## src/rtl/b62_pkg.sv

```systemverilog
// shared types, constants and the digit-to-character function of the base-62 encoder
`default_nettype none

package b62_pkg;

  localparam int unsigned VALUE_W    = 64;
  localparam int unsigned RADIX      = 62;
  localparam int unsigned HALF_RADIX = RADIX / 2;
  localparam int unsigned DIGIT_W    = 6;
  localparam int unsigned MAX_DIGITS = 11;
  localparam int unsigned CHAR_W     = 7;
  localparam int unsigned CNT_W      = $clog2(VALUE_W);
  localparam int unsigned LEFT_W     = $clog2(MAX_DIGITS + 1);
  localparam int unsigned IN_DATA_W  = 64;
  localparam int unsigned OUT_DATA_W = 8;

  localparam logic [CHAR_W-1:0] ASCII_ZERO  = 7'd48;
  localparam logic [CHAR_W-1:0] ASCII_UPPER = 7'd65;
  localparam logic [CHAR_W-1:0] ASCII_LOWER = 7'd97;

  typedef logic [DIGIT_W-1:0] digit_t;
  typedef logic [MAX_DIGITS-1:0][DIGIT_W-1:0] digits_t;

  typedef enum logic [1:0] {
    CONV_IDLE,
    CONV_RUN,
    CONV_HOLD
  } conv_state_t;

  typedef enum logic [1:0] {
    EMIT_IDLE,
    EMIT_SKIP,
    EMIT_SEND
  } emit_state_t;

  // handoff of a finished numeral from the converter to the serializer
  typedef struct packed {
    logic    valid;
    digits_t digits;
  } num_hand_t;

  function automatic logic [CHAR_W-1:0] digit_to_ascii(input digit_t d);
    logic [CHAR_W-1:0] d7;
    logic [CHAR_W-1:0] res;
    d7 = {1'b0, d};
    if (d inside {[0:9]}) begin
      res = d7 + ASCII_ZERO;
    end else if (d inside {[10:35]}) begin
      res = d7 - 7'd10 + ASCII_UPPER;
    end else begin
      res = d7 - 7'd36 + ASCII_LOWER;
    end
    return res;
  endfunction

endpackage

`default_nettype wire

```

## src/rtl/b62_conv.sv

```systemverilog
// bit-serial binary to base-62 converter: one input bit per cycle into a row of digit cells
`default_nettype none

module b62_conv (
  input  wire logic                         clk,
  input  wire logic                         rst_n,
  input  wire logic                         start_valid,
  output logic                              start_ready,
  input  wire logic [b62_pkg::VALUE_W-1:0]  value,
  output b62_pkg::num_hand_t                hand,
  input  wire logic                         hand_ready
);

  b62_pkg::conv_state_t state_r, state_nxt;
  logic [b62_pkg::CNT_W-1:0]   cnt_r, cnt_nxt;
  logic [b62_pkg::VALUE_W-1:0] val_r;
  b62_pkg::digits_t            dig_r, dig_dbl;
  logic                        start;
  logic                        last_bit;

  assign start    = start_valid && start_ready;
  assign last_bit = (cnt_r == b62_pkg::CNT_W'(b62_pkg::VALUE_W - 1));

  // each cell doubles its digit and adds the carry from the cell below;
  // a carry leaves a cell exactly when its digit is at least half the radix
  always_comb begin
    for (int i = 0; i < int'(b62_pkg::MAX_DIGITS); i++) begin
      logic                      cin;
      logic [b62_pkg::DIGIT_W:0] dbl;
      cin = (i == 0) ? val_r[b62_pkg::VALUE_W-1]
                     : (dig_r[(i == 0) ? 0 : i-1] >= b62_pkg::DIGIT_W'(b62_pkg::HALF_RADIX));
      dbl = {dig_r[i], cin};
      if (dig_r[i] >= b62_pkg::DIGIT_W'(b62_pkg::HALF_RADIX)) begin
        dbl = dbl - (b62_pkg::DIGIT_W+1)'(b62_pkg::RADIX);
      end
      dig_dbl[i] = dbl[b62_pkg::DIGIT_W-1:0];
    end
  end

  always_comb begin
    state_nxt = state_r;
    cnt_nxt   = cnt_r;
    case (state_r)
      b62_pkg::CONV_IDLE: begin
        if (start_valid) begin
          state_nxt = b62_pkg::CONV_RUN;
          cnt_nxt   = '0;
        end
      end
      b62_pkg::CONV_RUN: begin
        cnt_nxt = cnt_r + 1'b1;
        if (last_bit) begin
          state_nxt = b62_pkg::CONV_HOLD;
        end
      end
      b62_pkg::CONV_HOLD: begin
        if (hand_ready) begin
          state_nxt = b62_pkg::CONV_IDLE;
        end
      end
      default: begin
        state_nxt = b62_pkg::CONV_IDLE;
      end
    endcase
  end

  always_comb begin
    start_ready = (state_r == b62_pkg::CONV_IDLE);
    hand.valid  = (state_r == b62_pkg::CONV_HOLD);
    hand.digits = dig_r;
  end

  always_ff @(posedge clk) begin
    if (!rst_n) begin
      state_r <= b62_pkg::CONV_IDLE;
      cnt_r   <= '0;
    end else begin
      state_r <= state_nxt;
      cnt_r   <= cnt_nxt;
    end
  end

  always_ff @(posedge clk) begin
    if (start) begin
      val_r <= value;
      dig_r <= '0;
    end else if (state_r == b62_pkg::CONV_RUN) begin
      val_r <= {val_r[b62_pkg::VALUE_W-2:0], 1'b0};
      dig_r <= dig_dbl;
    end
  end

endmodule

`default_nettype wire

```

## src/rtl/b62_emit.sv

```systemverilog
// digit serializer: drops leading zeros and sends one character per word, top digit first
`default_nettype none

module b62_emit (
  input  wire logic                         clk,
  input  wire logic                         rst_n,
  input  wire b62_pkg::num_hand_t           hand,
  output logic                              hand_ready,
  output logic                              ch_valid,
  input  wire logic                         ch_ready,
  output logic [b62_pkg::CHAR_W-1:0]        ch_code,
  output logic                              ch_last
);

  b62_pkg::emit_state_t        state_r, state_nxt;
  logic [b62_pkg::LEFT_W-1:0]  left_r, left_nxt;
  b62_pkg::digits_t            dig_r;
  b62_pkg::digit_t             top;
  logic                        load;
  logic                        shift;
  logic                        one_left;
  logic                        sent;

  assign top      = dig_r[b62_pkg::MAX_DIGITS-1];
  assign one_left = (left_r == b62_pkg::LEFT_W'(1));
  assign load     = hand.valid && hand_ready;
  assign sent     = ch_valid && ch_ready;

  always_comb begin
    state_nxt = state_r;
    left_nxt  = left_r;
    shift     = 1'b0;
    case (state_r)
      b62_pkg::EMIT_IDLE: begin
        if (hand.valid) begin
          state_nxt = b62_pkg::EMIT_SKIP;
          left_nxt  = b62_pkg::LEFT_W'(b62_pkg::MAX_DIGITS);
        end
      end
      b62_pkg::EMIT_SKIP: begin
        // a zero value keeps its last digit
        if (top == '0 && !one_left) begin
          shift    = 1'b1;
          left_nxt = left_r - 1'b1;
        end else begin
          state_nxt = b62_pkg::EMIT_SEND;
        end
      end
      b62_pkg::EMIT_SEND: begin
        if (ch_ready) begin
          if (one_left) begin
            state_nxt = b62_pkg::EMIT_IDLE;
          end else begin
            shift    = 1'b1;
            left_nxt = left_r - 1'b1;
          end
        end
      end
      default: begin
        state_nxt = b62_pkg::EMIT_IDLE;
      end
    endcase
  end

  always_comb begin
    hand_ready = (state_r == b62_pkg::EMIT_IDLE);
    ch_valid   = (state_r == b62_pkg::EMIT_SEND);
    ch_code    = b62_pkg::digit_to_ascii(top);
    ch_last    = one_left;
  end

  always_ff @(posedge clk) begin
    if (!rst_n) begin
      state_r <= b62_pkg::EMIT_IDLE;
      left_r  <= '0;
    end else begin
      state_r <= state_nxt;
      left_r  <= left_nxt;
    end
  end

  always_ff @(posedge clk) begin
    if (load) begin
      dig_r <= hand.digits;
    end else if (shift || (sent && !one_left)) begin
      dig_r <= {dig_r[b62_pkg::MAX_DIGITS-2:0], b62_pkg::DIGIT_W'(0)};
    end
  end

endmodule

`default_nettype wire

```

## src/rtl/base62_digit_encoder_top.sv

```systemverilog
// top level of the base-62 encoder: 64-bit value in, ascii numeral out one character a word
`default_nettype none

// path: an accepted value gives its first character after bit-serial conversion of all 64
// bits, the handoff, one top-digit test, up to ten zero skips and one send
// throughput: the converter takes a new value once its digits are handed to the serializer;
// characters leave at up to one per cycle while out_tready is high, as the next value converts
// reset: synchronous active-low rst_n idles both stages and drops out_tvalid; no data kept

module base62_digit_encoder_top (
  input  wire logic                              clk,
  input  wire logic                              rst_n,
  // input channel
  input  wire logic                              in_tvalid,
  output logic                                   in_tready,
  input  wire logic [b62_pkg::IN_DATA_W-1:0]     in_tdata,   // [63:0] value
  // result channel
  output logic                                   out_tvalid,
  input  wire logic                              out_tready,
  output logic [b62_pkg::OUT_DATA_W-1:0]         out_tdata,  // [6:0] char_code, [7] zero pad
  output logic                                   out_tlast   // last character of the numeral
);

  b62_pkg::num_hand_t            hand;
  logic                          hand_ready;
  logic [b62_pkg::CHAR_W-1:0]    ch_code;

  // converter: shifts the value in msb first, doubling a row of base-62 digit cells
  b62_conv u_conv (
    .clk         (clk),
    .rst_n       (rst_n),
    .start_valid (in_tvalid),
    .start_ready (in_tready),
    .value       (in_tdata[b62_pkg::VALUE_W-1:0]),
    .hand        (hand),
    .hand_ready  (hand_ready)
  );

  // serializer: holds the finished digits so the converter is free for the next value
  b62_emit u_emit (
    .clk        (clk),
    .rst_n      (rst_n),
    .hand       (hand),
    .hand_ready (hand_ready),
    .ch_valid   (out_tvalid),
    .ch_ready   (out_tready),
    .ch_code    (ch_code),
    .ch_last    (out_tlast)
  );

  // character code in the low bits, top bit padded to a whole byte
  assign out_tdata = {{(b62_pkg::OUT_DATA_W - b62_pkg::CHAR_W){1'b0}}, ch_code};

endmodule

`default_nettype wire

```

## config.mk

```make
export PLATFORM = sky130hd
export DESIGN_NAME = base62_digit_encoder_top
export DESIGN_NICKNAME = d
export VERILOG_FILES = /design/src/rtl/b62_pkg.sv /design/src/rtl/b62_conv.sv /design/src/rtl/b62_emit.sv /design/src/rtl/base62_digit_encoder_top.sv
export SDC_FILE = /design/constraint.sdc
export NUM_CORES = 1
export LEC_CHECK = 0
export BUFFER_PORTS_ARGS = -buffer_cell sky130_fd_sc_hd__buf_2
export CORE_MARGIN = 2
export CORE_UTILIZATION = 33
export CTS_BUF_LIST = sky130_fd_sc_hd__clkbuf_4 sky130_fd_sc_hd__clkbuf_8 sky130_fd_sc_hd__clkbuf_16
export CTS_CLUSTER_DIAMETER = 100
export DETAILED_ROUTE_END_ITERATION = 8
export PLACE_DENSITY = 0.55
export SYNTH_ARGS = -nofsm -noshare
export SYNTH_HDL_FRONTEND = slang
export SYNTH_SLANG_ARGS = --single-unit
```

## constraint.sdc

```tcl
create_clock -name clk -period 6.7 [get_ports clk]
set_input_delay 0.335 -clock clk [delete_from_list [all_inputs] [get_ports clk]]
set_output_delay 0.335 -clock clk [all_outputs]
set_load 0.03 [all_outputs]
```

# Word level (Yosys, flattened, before mapping)
# Index checks and enable logic that the tools add are counted.
[word_totals] regBits=210 output_inout_bits=11 word_cells=132
[op_classes] n_addsub=18 order_cmp=15 eq_ne=15 n_mux=37 n_reduce_logical=20
[ops] op="$mux W66" count=2
[ops] op="$mux W64" count=2
[ops] op="$mux W6" count=12
[ops] op="$ge A6 B5 Y1 const B" count=11
[ops] op="$sub A6 B6 Y6 const B" count=11
[ops] op="$mux W4" count=4
[ops] op="$add A7 B7 Y7 const B" count=2
[ops] op="$mux W2" count=7
[ops] op="$mux W7" count=2
[ops] op="$ne A2 B2 Y1 const B" count=6
[ops] op="$pmux W2 S3" count=2
[ops] op="$pmux W4 S3" count=1
[ops] op="$pmux W6 S2" count=1
[ops] op="$add A6 B6 Y7 const B" count=1
[ops] op="$logic_and A1 B1 Y1" count=7
[ops] op="$sub A6 B4 Y7 const B" count=1
[ops] op="$sub A6 B6 Y7 const B" count=1
[ops] op="$add A6 B1 Y6 const B" count=1
[ops] op="$eq A6 B6 Y1 const B" count=1
[ops] op="$ge A6 B1 Y1 const B" count=1
[ops] op="$ge A6 B4 Y1 const B" count=1
[ops] op="$le A6 B4 Y1 const B" count=1
[ops] op="$le A6 B6 Y1 const B" count=1
[ops] op="$logic_not A6 Y1" count=1
[ops] op="other kinds (16)" count=25

# Longest topological paths before layout
# Gate-level depths: netlist of the first run.
[logic_depth] word_depth=8 depth_mapped=8 ltp_nobuf=8

# Cells and area by module
# From an unflattened synthesis of the first run, not the netlist that was laid out.
[hier_totals] cells_unflattened=800 area_unflattened_um2=10181.0
[by_module_without_submodules] module="b62_conv" n_inst=1 cells_per_inst=557 area_each_um2=6605.1
[by_module_without_submodules] module="b62_emit" n_inst=1 cells_per_inst=241 area_each_um2=3564.7
[by_module_without_submodules] module="base62_digit_encoder_top" n_inst=1 cells_per_inst=2 area_each_um2=11.3

# Least setup slack after synthesis of the first run
# OpenSTA, ideal clock, no wires.
[synth_timing] path_type="register to register" startpoint="register u_emit.dig_r (netlist bit u_emit.top[4])" endpoint="register u_emit.dig_r[0] (netlist name), enable pin" setup_ps=581 arrival_time_ps=5817 t_required_ps=6119 slack_ps=302 path_stages_with_launch=6 path_buffers=0 period_less_slack_ps=6398 cell_sequence="edfxtp_1 inv_1 ha_1 and4bb_2 a32oi_1 o21ai_0"
[synth_via] elab_chain_cells=6
[synth_rtl] element="start, declared" line_no="b62_emit.sv:17" rtl="b62_pkg::digits_t dig_r;"
[synth_rtl] element="start signal, assigned" line_no="b62_emit.sv:84" rtl="dig_r <= hand.digits;"
[synth_rtl] element="start signal, assigned" line_no="b62_emit.sv:86" rtl="dig_r <= {dig_r[b62_pkg::MAX_DIGITS-2:0], b62_pkg::DIGIT_W'(0)};"
[synth_rtl] element="$logic_not A6 Y1" line_no="b62_emit.sv:42" rtl="if (top == '0 && !one_left) begin"
[synth_rtl] element="$logic_and A1 B1 Y1" line_no="b62_emit.sv:42"
[synth_rtl] element="$mux W1" line_no="b62_emit.sv:42"
[synth_rtl] element="$pmux W1 S2" line_no="b62_emit.sv:33" rtl="case (state_r)"
[synth_rtl] element="$logic_or A1 B1 Y1" line_no="b62_emit.sv:85" rtl="end else if (shift || (sent && !one_left)) begin"
[synth_rtl] element="$reduce_bool A2 Y1 (no source line)"
# Every way passes these cells.
# A chain may end at the register's enable or synchronous reset.

# Worst setup path in the final report of the first run
[layout_timing] startpoint="register u_emit.dig_r (netlist bit u_emit.top[4])" endpoint="output out_tdata[3] (netlist name)"
[layout_via] elab_chain_cells=4
[layout_rtl] element="$ge A6 B4 Y1 / $le A6 B6 Y1 (equally long branches)" line_no="b62_pkg.sv:48" rtl="end else if (d inside {[10:35]}) begin"
[layout_rtl] element="$logic_and A1 B1 Y1" line_no="b62_pkg.sv:48"
[layout_rtl] element="$mux W7" line_no="b62_pkg.sv:48"
[layout_rtl] element="$mux W7 *" line_no="b62_pkg.sv:46" rtl="if (d inside {[0:9]}) begin"
[layout_rtl] element="end, declared" line_no="base62_digit_encoder_top.sv:20" rtl="output logic [b62_pkg::OUT_DATA_W-1:0] out_tdata,"
# Every way passes the cells marked *; elsewhere a longest branch is shown, timed or not.

==> run_results.csv, run 1 <==
group,metric,value,unit
clocking,clk_pin_slew_worst_paths,60,ps
clocking,cts_htree_levels,1,
sta,clock.fmax,331,MHz
detailed_routing,drtAntennaViolNets,0,
grt,grt-ovfl-total,0,
logic_synthesis,synth.avg_cell_area,9.36,um^2
setup_path,r2r_slack,3880,ps
placed_design,place_ws,3800,ps
floorplanning,rows,62,
setup_path,crit_end,"out_tdata[3]",
grt,grt_pass1_vias,6686,
sta,min_period,3020,ps
setup_path,critPathLaunch,"u_emit.top[4]$_DFFE_PP_",
floorplanning,die_y,176,um
sta,tightest_slew,1100,ps
sta,report.final.slew_viol_count,0,
logic_synthesis,ys_seq_area_share,56.7,%
logic_synthesis,syn_area,9710,um^2
sta,rsz0062_at_grt,"no",
logic_synthesis,synth_cells,1038,
sta,hold_viol,0,
setup_path,r2r-end,"u_conv.val_r[46]$_DFFE_PP_",
setup_path,worstPathMaxFanout,5,
logic_synthesis,yosysTopAreaCell,"edfxtp_1",
status,status,"finished, final reports clean",
logic_synthesis,synthTopCellsByArea,"edfxtp_1, dfxtp_1, nand2_1",
grt,grt_util_all_layers,12.6,%
logic_synthesis,synth_ff_type,"edfxtp_1",
power,power_density,284,nW/um^2
logic_synthesis,ys_types,52,
final_layout,layout.nets,1188,
detailed_routing,wire_per_inst,12.9,um
setup_path,cp_cell_sequence,"inv_1, ha_1, a21boi_0, a311oi_4, mux2_1, nand2_1, xnor2_1, buf_2",
sta,slew_headroom,26.9,%
final_layout,layout-drive-gt1-share,13.0,%
worst_hold_path,hold_start,"in_tdata[31]",
detailed_routing,wl,19200,um
worst_hold_path,hold_path.class,"input pin to flip-flop",
setup_path,critPathKind,"flip-flop to primary output",
placed_design,place_congestion,0.771,
logic_synthesis,synth-edff-count,130,
detailed_routing,drt_iter0_drc,405,
grt,antenna_found_initial,1,
detailed_routing,vias,6949,
grt,grt_first_pass_wirelength,33000,um
sta,min_period_over_period,45.1,%
logic_synthesis,post-synth-top-count-cell,"nand2_1",
clocking,clock_sinks,210,
job,maxCapViolCount,0,
sta,setup_viol_count_final,0,
logic_synthesis,synth_commonest_cells,"nand2_1, edfxtp_1, dfxtp_1, nand3_1, o21ai_0",
clocking,clockBufferDepth,3,
setup_path,ff2ff_path_depth,6,
logic_synthesis,syn_nets,1134,
clocking,cts_setup_buffers,0,
detailed_routing,drcViolationCount,0,
clocking,numCtsBuffers,23,
sta,finalSetupTns,0,ps
power,irDropWorstVdd,0.150,mV
clocking,cts_root_buffer,"clkbuf_16",
setup_path,crit_path_top_delay_cell,"a311oi_4",
floorplanning,io_pins,79,
sta,worst_slack,3680,ps
setup_path,startpoint_type,"flip-flop",
placed_design,dpl.hpwl,11700,um
logic_synthesis,ys_seq_elements,210,
floorplanning,die_area,30800,um^2
setup_path,rr_startpoint,"u_conv.state_r[1]$_SDFFE_PN0P_",
detailed_routing,first_pass_iters,4,
floorplanning,coreArea,28900,um^2
logic_synthesis,synth.top_cell.area_share,40.2,%
setup_path,critPathArrivalTime,2680,ps
floorplanning,die-width,176,um
placed_design,port_buffers,77,
power,p_leak,0.00468,uW
setup_path,crit_path_end_kind,"primary output",
clocking,worstSkewPairLatency,510,ps
clocking,cts_hold_buf,0,
floorplanning,initial_core_util,33.7,%
setup_path,cpPeakStageDelay,450,ps
logic_synthesis,synthArstFlopShare,0,%
final_layout,antenna_cells,0,
clocking,tritoncts,"yes",
sta,fin_skew,20.9,ps
clocking,ctsResizeCount,0,
grt,grt_max_degree,95,
final_layout,area_growth,15.3,%
setup_path,cp_data_required_time,6360,ps
logic_synthesis,yosysWarnings,0,
detailed_routing,viasPerCell,4.65,
power,power,3180,uW
sta,holdWs,84.5,ps
## placed cells by master (no fill, tap or decap), drive strengths merged, types with 2 or more instances in the layout
cell type,instances
bufinv,2
nand4,12
nor2,15
and2,5
buf,84
a211oi,2
nor2b,2
inv,14
clkbuf,36
nor3,2
edfxtp,130
o21ai,76
o211ai,2
nand2,424
ha,28
xor2,23
mux2i,14
a41o,11
clkinv,4
dfxtp,80
and3,7
nand2b,2
a311oi,3
nand3b,2
a21oi,16
mux2,2
o211a,2
xnor2,16
nand3,80
## worst min path at each step
stage | end | slack (ps) | cells past startpoint
floorplan | u_conv.hand[0]$_SDFFE_PP0P_ | 420 | 2
global placement | u_conv.hand[0]$_SDFFE_PP0P_ | 440 | 2
detailed placement | u_conv.hand[0]$_SDFFE_PP0P_ | 440 | 2
CTS | u_conv.val_r[31]$_DFFE_PP_ | 60 | 3
global route | u_conv.val_r[20]$_DFFE_PP_ | 80 | 3
finish | u_conv.val_r[31]$_DFFE_PP_ | 80 | 3
## layer usage
| layer | share of wire [%] | vias to the layer above | global-route usage [%] | wire [um] |
|---|---|---|---|---|
| met5 | 0.068 | - | 0 | 13 |
| met4 | 1.6 | 2 | 2.89 | 317 |
| met2 | 42 | 112 | 19.3 | 8170 |
| li1 | - | 3629 | - | - |
| met1 | 52 | 3181 | 18.7 | 9960 |
| met3 | 4.0 | 25 | 2.10 | 776 |
## final cells by class
type | instances | area, um^2
Clock buffer | 36 | 698
Sequential cell | 210 | 5510
Clock inverter | 6 | 82.6
Timing Repair Buffer | 84 | 438
Fill cell | 2979 | 17700
Multi-Input combinational cell | 759 | 3940
Tap cell | 384 | 480
Inverter | 14 | 53.8
## where the power goes
group / total [uW] / leakage [uW] / switching, uW / internal, uW
clock: 1290 / 0.000396 / 493 / 794
combinational: 357 / 0.00239 / 235 / 122
sequential: 1540 / 0.00189 / 40.5 / 1490
total: 3180 / 0.00468 / 769 / 2410
## worst max-delay path: cells and delay by family, from the launching register on
family	cells	cell delay (ps)
adder cells (fa/ha/maj)	1	190
multiplexers	1	360
flip-flops	1	420
AO/OA/AOI/OAI	2	630
AND/OR/NAND/NOR	1	80
XOR/XNOR	1	110
buffers and inverters	2	380
## through the flow
stage | utilization [%] | instances | area [um^2]
4_1_cts | 38.8 | 1493 | 11200
5_1_grt | 38.8 | 1493 | 11200
2_1_floorplan | - | 1038 | 9710
3_5_place_dp | 36.1 | 1451 | 10400
6_report | 38.8 | 1493 | 11200
3_3_place_gp | 36.1 | 1451 | 10400
## sequential cells by signal, indices dropped and copies added (netlist names)
signal          cells
u_conv.cnt_r        6
u_emit.left_r       4
u_emit.dig_r       60
u_conv.val_r       64
u_emit.state_r      2
u_emit.top          6
u_conv.hand        66
u_conv.state_r      2
## cell families (layout without fill, tap and decap cells)
group | Yosys count | after routing | synth area share [%]
AND/OR/NAND/NOR | 558 | 558 | 23.9
flip-flops | 210 | 210 | 56.7
AO/OA/AOI/OAI | 117 | 117 | 7.51
buffers and inverters | 69 | 140 | 3.03
XOR/XNOR | 39 | 39 | 3.52
adder cells (fa/ha/maj) | 28 | 28 | 3.61
multiplexers | 16 | 16 | 1.67
other | 1 | 1 | 0.0386
No activity file was read; power rests on OpenSTA's default activity.
==> run 2: changes to the inputs <==
--- a/config.mk
+++ b/config.mk
@@ -11,7 +11,7 @@
 export CTS_BUF_LIST = sky130_fd_sc_hd__clkbuf_4 sky130_fd_sc_hd__clkbuf_8 sky130_fd_sc_hd__clkbuf_16
 export CTS_CLUSTER_DIAMETER = 100
 export DETAILED_ROUTE_END_ITERATION = 8
-export PLACE_DENSITY = 0.55
+export PLACE_DENSITY = 0.53
 export SYNTH_ARGS = -nofsm -noshare
 export SYNTH_HDL_FRONTEND = slang
 export SYNTH_SLANG_ARGS = --single-unit
==> constraint.sdc (replaced) <==
create_clock -name clk -period 2.89 [get_ports clk]
set_input_delay 0.1445 -clock clk [delete_from_list [all_inputs] [get_ports clk]]
set_output_delay 0.1445 -clock clk [all_outputs]
set_load 0.03 [all_outputs]
==> run 2 against run 1 <==
Compared with the run above:
- clock-buffer cell count decreased by 5
- first-iteration DRC count is 9.4% higher
- critical path depth up 1
- register-to-register slack worse by 3200 ps
- combinational power rose to 2.6 times the previous value
- non-clock buffer count is 74 higher
- clock skew is 12 ps lower
- global-route usage up 1.1 points
- die area did not move
- worst hold slack better by 170 ps
- largest power group unchanged
- highest routed layer is now met4
==> run_results.csv, run 2 (same netlist as run 1, synthesis figures left out) <==
group,metric,value,unit
detailed_routing,wl,20800,um
sta,setup_viol_count_final,0,
floorplanning,die_area,30800,um^2
clocking,tritoncts,"yes",
clocking,numCtsBuffers,24,
setup_path,worstPathMaxFanout,5,
final_layout,layout-drive-gt1-share,12.7,%
worst_hold_path,hold_path.class,"input pin to flip-flop",
detailed_routing,drt_iter0_drc,443,
sta,hold_viol,0,
setup_path,crit_buf_inv,3,
sta,min_period_over_period,93.3,%
job,maxCapViolCount,0,
detailed_routing,vias,7387,
floorplanning,die-width,176,um
floorplanning,die_y,176,um
sta,slew_headroom,42.7,%
sta,clock.fmax,371,MHz
setup_path,crit_path_top_delay_cell,"edfxtp_1",
sta,finalSetupTns,0,ps
sta,min_period,2700,ps
clocking,cts_htree_levels,1,
final_layout,seq_area,5510,um^2
power,p_leak,0.00500,uW
placed_design,place_congestion,0.748,
final_layout,final_cell_mix,"nand2_1, edfxtp_1, nand3_1, dfxtp_1, buf_2",
clocking,clk_pin_slew_worst_paths,60,ps
grt,grt-ovfl-total,0,
detailed_routing,drcViolationCount,0,
sta,fin_skew,9.03,ps
sta,tightest_slew,860,ps
detailed_routing,viasPerCell,4.71,
clocking,clock_sinks,210,
sta,rsz0062_at_grt,"no",
grt,grt_util_all_layers,13.8,%
detailed_routing,wire_per_inst,13.3,um
setup_path,critPathArrivalTime,2550,ps
placed_design,place_ws,598,ps
floorplanning,io_pins,79,
setup_path,startpoint_type,"flip-flop",
placed_design,port_buffers,77,
final_layout,final_common_cell,"nand2_1",
setup_path,cp_cell_sequence,"inv_1, ha_1, nand3b_4, a311oi_4, buf_4, mux2i_1, nand2_1, xnor2_1, buf_2",
floorplanning,coreArea,28900,um^2
floorplanning,rows,62,
final_layout,layout.nets,1263,
detailed_routing,first_pass_iters,6,
clocking,cts_root_buffer,"clkbuf_16",
power,irDropWorstVdd,0.323,mV
final_layout,largest_register_ffs,66,
clocking,worstSkewPairLatency,500,ps
power,power_density,627,nW/um^2
setup_path,cp_data_required_time,2750,ps
setup_path,cpPeakStageDelay,460,ps
floorplanning,initial_core_util,33.7,%
final_layout,area_growth,23.2,%
final_layout,finalNonFillerCells,1569,
setup_path,critPathKind,"flip-flop to primary output",
grt,grt_first_pass_wirelength,35900,um
final_layout,fillers,2845,
setup_path,crit_path_end_kind,"primary output",
detailed_routing,drtAntennaViolNets,0,
grt,antenna_found_initial,0,
status,status,"finished, final reports clean",
grt,grt_max_degree,77,
power,power,7500,uW
setup_path,crit_family,"buffers and inverters",
sta,report.final.slew_viol_count,0,
placed_design,dp_cells,1458,
final_layout,antenna_cells,0,
grt,grt_pass1_vias,7321,
clocking,clockBufferDepth,3,
placed_design,dpl.hpwl,12400,um
final_layout,multi_input_area,3940,um^2
sta,worst_slack,192,ps
-- run 2: final timing paths --
path	cells past startpoint	start	end	slack, ps
setup / recovery	9	u_emit.top[0]$_DFFE_PP_	out_tdata[4]	190
hold / removal	5	out_tready	u_emit.state_r[1]$_SDFFE_PN0P_	250
setup reg to reg	6	u_emit.top[4]$_DFFE_PP_	u_emit.dig_r[33]$_DFFE_PP_	680
hold reg to reg	2	u_conv.val_r[63]$_DFFE_PP_	u_conv.hand[0]$_SDFFE_PP0P_	450
-- run 2: stage by stage --
step	utilization [%]	cell area (um^2)	hold slack [ps]
2_1_floorplan	-	9730	283
3_5_place_dp	36.4	10500	405
3_3_place_gp	36.4	10500	405
6_report	41.5	12000	253
4_1_cts	41.4	12000	236
5_1_grt	41.5	12000	264
-- run 2: routing by layer --
metal / GRT usage [%] / wire [um] / vias to the layer above
met3: 2.23 / 806 / 30
met2: 22.1 / 9290 / 147
met5: 0 / 0 / -
met4: 2.72 / 375 / 0
li1: - / - / 3783
met1: 19.7 / 10300 / 3427
-- run 2: cell type report --
class                      instances  share of cell area [%]
multi-input combinational        759                    32.9
inverter                          14                   0.481
clock inverter                    13                   0.899
sequential                       210                    46.0
timing repair buffer             158                    10.0
clock buffer                      31                    5.66
tap                              384                    4.02
-- run 2: power breakdown --
part	switching (uW)	internal (uW)	total, uW
clock	1190	1820	3010
combinational	570	359	929
sequential	96.6	3460	3560
-- run 2: worst register-to-register path, stage by stage, from the launching register on --
cell	delay, ps
edfxtp_1	440
inv_2	120
ha_1	260
and4bb_2	310
a32oi_1	150
o21ai_4	150
buf_4	400
-- run 2: timing repair --
action,4_1_cts,5_1_grt
endpoints found under the setup margin,0,4
buffers inserted,0,1
resized for setup,0,1
hold endpoints to repair,67,0
hold buffers,66,0
